## config.mk

```make
export PLATFORM = sky130hd
export DESIGN_NAME = frr_seq
export DESIGN_NICKNAME = d
export VERILOG_FILES = /design/src/rtl/frr_pkg.sv /design/src/rtl/frr_seq.sv
export SDC_FILE = /design/constraint.sdc
export NUM_CORES = 1
export LEC_CHECK = 0
export BUFFER_PORTS_ARGS = -buffer_cell sky130_fd_sc_hd__clkbuf_2
export CAP_MARGIN = 20
export CORE_AREA = 10 10 47 49
export CTS_BUF_LIST = sky130_fd_sc_hd__clkbuf_8
export CTS_CLUSTER_DIAMETER = 40
export DETAILED_ROUTE_END_ITERATION = 6
export DIE_AREA = 0 0 57 59
export GPL_TIMING_DRIVEN = 0
export SLEW_MARGIN = 10
export SYNTH_ARGS = -nofsm -noshare
export SYNTH_HDL_FRONTEND = slang
export SYNTH_SLANG_ARGS = --single-unit
export TNS_END_PERCENT = 5
```

## constraint.sdc

```tcl
create_clock -name clk -period 2.3 [get_ports clk]
set_clock_uncertainty 0.2 [all_clocks]
set_input_delay 0.115 -clock clk [delete_from_list [all_inputs] [get_ports clk]]
set_output_delay 0.115 -clock clk [all_outputs]
set_load 0.02 [all_outputs]
```

## src/rtl/frr_pkg.sv

```systemverilog
`timescale 1ns / 1ps
// ----------------------------------------------------------------------------
// frr_pkg
// Types, constants and the control store of the forest root resolver.
// ----------------------------------------------------------------------------
package frr_pkg;

	// width of a node index on the item channels
	localparam int unsigned IDX_W = 12;

	// function codes of an input item
	localparam logic FUNC_WRITE = 1'b0;
	localparam logic FUNC_QUERY = 1'b1;

	// input item
	typedef struct packed {
		logic             func;
		logic [IDX_W-1:0] node;
		logic [IDX_W-1:0] parent;
	} in_item_t;

	// result item
	typedef struct packed {
		logic [IDX_W-1:0] queried_node;
		logic [IDX_W-1:0] root;
		logic             no_root;
	} out_item_t;

	// microprogram steps
	typedef enum logic [1:0] {
		STEP_IDLE,
		STEP_CHECK,
		STEP_COMPARE,
		STEP_EMIT
	} step_t;

	// jump conditions
	typedef enum logic [1:0] {
		COND_QUERY,
		COND_STOP,
		COND_HIT,
		COND_OUT_FREE
	} cond_t;

	// one control word
	typedef struct packed {
		logic  take;     // accept an input item in this step
		logic  rd;       // read the table at the current node
		logic  adv;      // step the walk to the fetched parent
		logic  emit;     // hand the result to the output register
		cond_t cond;     // jump condition
		step_t on_true;  // next step when the condition holds
		step_t on_false; // next step otherwise
	} ctrl_t;

	// datapath status back to the sequencer
	typedef struct packed {
		logic query; // query item accepted
		logic stop;  // step cap reached or node out of range
		logic hit;   // fetched parent equals current node
	} dp_stat_t;

	// control store
	function automatic ctrl_t microcode(input step_t step);
		ctrl_t w;
		w = '{take: 1'b0, rd: 1'b0, adv: 1'b0, emit: 1'b0, cond: COND_QUERY,
			on_true: STEP_IDLE, on_false: STEP_IDLE};
		case (step)
			STEP_IDLE: begin
				w.take     = 1'b1;
				w.cond     = COND_QUERY;
				w.on_true  = STEP_CHECK;
				w.on_false = STEP_IDLE;
			end
			STEP_CHECK: begin
				w.rd       = 1'b1;
				w.cond     = COND_STOP;
				w.on_true  = STEP_EMIT;
				w.on_false = STEP_COMPARE;
			end
			STEP_COMPARE: begin
				w.adv      = 1'b1;
				w.cond     = COND_HIT;
				w.on_true  = STEP_EMIT;
				w.on_false = STEP_CHECK;
			end
			STEP_EMIT: begin
				w.emit     = 1'b1;
				w.cond     = COND_OUT_FREE;
				w.on_true  = STEP_IDLE;
				w.on_false = STEP_EMIT;
			end
			default: begin
				w.cond     = COND_QUERY;
				w.on_true  = STEP_IDLE;
				w.on_false = STEP_IDLE;
			end
		endcase
		return w;
	endfunction

endpackage

```

## src/rtl/frr_seq.sv

```systemverilog
`timescale 1ns / 1ps
// ----------------------------------------------------------------------------
// frr_seq
// Step counter and control store: issues one control word per cycle and
// jumps on the condition that the word selects.
// ----------------------------------------------------------------------------
module frr_seq (
	input  logic              clk,
	input  logic              arst_n,
	input  frr_pkg::dp_stat_t stat,
	input  logic              out_free,
	output frr_pkg::ctrl_t    ctrl
);

	frr_pkg::step_t pc_q;
	frr_pkg::step_t pc_d;
	logic           cond_met;

	// condition select
	always_comb begin
		case (ctrl.cond)
			frr_pkg::COND_QUERY:    cond_met = stat.query;
			frr_pkg::COND_STOP:     cond_met = stat.stop;
			frr_pkg::COND_HIT:      cond_met = stat.hit;
			frr_pkg::COND_OUT_FREE: cond_met = out_free;
			default:                cond_met = 1'b0;
		endcase
	end

	// next step
	always_comb begin
		pc_d = cond_met ? ctrl.on_true : ctrl.on_false;
	end

	// control word of the current step
	always_comb begin
		ctrl = frr_pkg::microcode(pc_q);
	end

	// step counter
	always_ff @(posedge clk or negedge arst_n) begin
		if (!arst_n) begin
			pc_q <= frr_pkg::STEP_IDLE;
		end else begin
			pc_q <= pc_d;
		end
	end

endmodule

```

==> metrics.md <==
| Metric | Value |
|---|---|
| Core Box Area | ~1400 um^2 |
| Startpoint Class | register |
| Clock transition at the registers of the reported paths | ~0.030 ns |
| Worst R2R Path Depth | 5 |
| # rows | 14 |
| Die Wd | ~57 um |
| Largest net degree at the start of global routing | 6 |
| Top Registers | pc_q x2 |
| ANT nets after route | 0 |
| Worst-margin pin slew | between 0.15 and 0.2 ns |
| Setup-failing EPs final | 0 |
| Leading cell type in the layout, fill and taps excluded | clkbuf_2 |
| CTS buffer count | 3 |
| R2R Path End | pc_q[1] |
| Commonest non-fill, non-tap cells in the layout | clkbuf_2, ha_1, inv_1, clkbuf_8 |
| Vias per cell | 4.119 |
| Reg2reg start | pc_q[0] |
| Synth unique cells | 13 |
| Global-route wire length before repair | ~1100 um |
| Setup TNS | 0 ns |
| Global routing usage on met1 | under 10% |
| CTS Root Cell | clkbuf_8 |
| Crit path kind | register to primary output |
| Period Utilization, post-route | just under 80% |
| Total Routing Usage GR | between 4 and 5% |
| DR iter-0 viols | 4 |
| Met3 usage | 2.146% |
| Post-synthesis sequential area ratio | 19.70% |
| Routed WL per cell | between 10 and 15 um |
| Post-CTS Setup Inserts | 0 |
| RSZ-0062 raised after global routing | false |
| Met2 usage | ~5.7% |
| Rel. slew slack | 87.40% |
| DIE HEIGHT | 59 um |
| Share of cells above drive strength 1 | between 50 and 60% |
| Post_cts resized | 0 |
| Hold crit path type | primary input to async pin |
| Drt pass-1 iters | 4 |
| Worst Path Required | 1.99 ns |
| #FFs+latches synth | 2 |
| Worst-skew pair later-pin latency | approximately 0.21 ns |
| RePlAce Congestion | ~0.67 |
| Fmax | 0.5634 GHz |
| Full die area | between 3000 and 4000 um^2 |
| ANT cells | 0 |
| CTS Buffer Depth | 2 |
| Reg2reg setup slack | 0.60 ns |
| Mapped Avg Cell Area | 10.58 um^2 |
| Syn_nets | 37 |
| Yosys warning count | 0 |
| Slew Limit Fails | 0 |
| Status | complete, no violations |
| Final min period | approximately 1.8 ns |
| Synth Instances | 24 |
| Crit end category | primary output |
| Post-CTS Hold Buffers | 1 |
| Initial Utilization | between 10% and 20% |
| GRT overflow | 0 |
| Filler Cells Inserted | between 150 and 200 |
| Number of global-route vias before repair | roughly 260 |
| Vias | roughly 240 |
| Worst EP arrival | 1.46 ns |
| Final Hold Viols | 0 |
| CP Max Fanout | 5 |
| DRT Wirelength | about 670 um |
| Area grow syn2layout | 57.64% |
| CTS tree | built |
| H-tree depth | 1 |
| I/O pins | 16 |
| Post-layout nets | 58 |
| IO buf count | 15 |
| Top reg by flops | pc_q |
| Max reg flops | 2 |
| Mapped cell area | between 200 and 300 um^2 |
| DRC | 0 |
| Antenna violations before repair | 0 |
| Busiest grt layer | met2 |
| CTS sink cnt | 2 |
| Max Cap Viol | 0 |
-- stage by stage --
step	std cells	area [um^2]	utilization (%)	hold WS, ns	worst slack (ns)
floorplan	24	254.0	-	-0.3806	0.5757
global placement	55	349.1	24.91	-0.2983	0.5946
detailed placement	55	349.1	24.91	-0.2965	0.5972
CTS	59	400.4	28.57	0.009630	0.5032
global route	59	400.4	28.57	0.03113	0.4202
finish	59	400.4	28.57	0.01864	0.5250
-- cell families (layout without fill, tap and decap cells) --
| logic type | Yosys count | in the layout | synth area share, % |
|---|---|---|---|
| fa+ha+maj | 7 | 7 | 34.48 |
| compound gates | 5 | 5 | 21.68 |
| buf+inv | 5 | 24 | 10.34 |
| simple gates | 4 | 4 | 7.886 |
| flops | 2 | 2 | 19.71 |
| mux | 1 | 1 | 5.910 |
-- worst max-delay path, stage by stage (launching register included) --
cell and delay, ns:
dfrtp_1 0.41, inv_1 0.10, ha_1 0.20, or2_1 0.25, buf_4 0.14, clkbuf_2 0.14
-- cells in the mapped netlist, drive strengths merged --
cell type / count / share of area (%)
a22oi: 2 / 11
nor2: 2 / 3.0
nand2b: 1 / 2.5
dfrtp: 2 / 20
a21boi: 1 / 4.4
buf: 2 / 5.9
or2: 1 / 2.5
inv: 3 / 4.4
a31oi: 1 / 2.5
ha: 7 / 34
mux2: 1 / 5.9
a21oi: 1 / 3.4
-- area by class of cell --
type	instances	area [um^2]	share of cell area, %
multi-input cells	17	177.7	44.37
repair buffers	16	85.08	21.25
flip-flops and latches	2	50.05	12.50
clock buffers	3	41.29	10.31
well taps	16	20.02	5.000
plain buffers	2	15.01	3.750
inverters	3	11.26	2.812
-- routing by layer --
metal | wire length (um) | vias up | part of all wire [%]
li1 | - | 116 | -
met1 | 267 | 111 | 40
met2 | 295 | 14 | 44
met3 | 86 | 2 | 13
met4 | 21 | 0 | 3.1
met5 | 0 | - | 0
-- worst max path at each step --
stage | from | end | depth (start not counted)
final | pc_q[1] | ctrl[4] | 5
after CTS | pc_q[1] | ctrl[4] | 5
after global placement | pc_q[0] | pc_q[1] | 5
after floorplan | pc_q[0] | ctrl[5] | 5
after detailed placement | pc_q[0] | pc_q[1] | 5
after global routing | pc_q[1] | ctrl[4] | 5
Power is not shown: default switching activity piles up to over one toggle a cycle in this logic, so the estimate is an artifact.
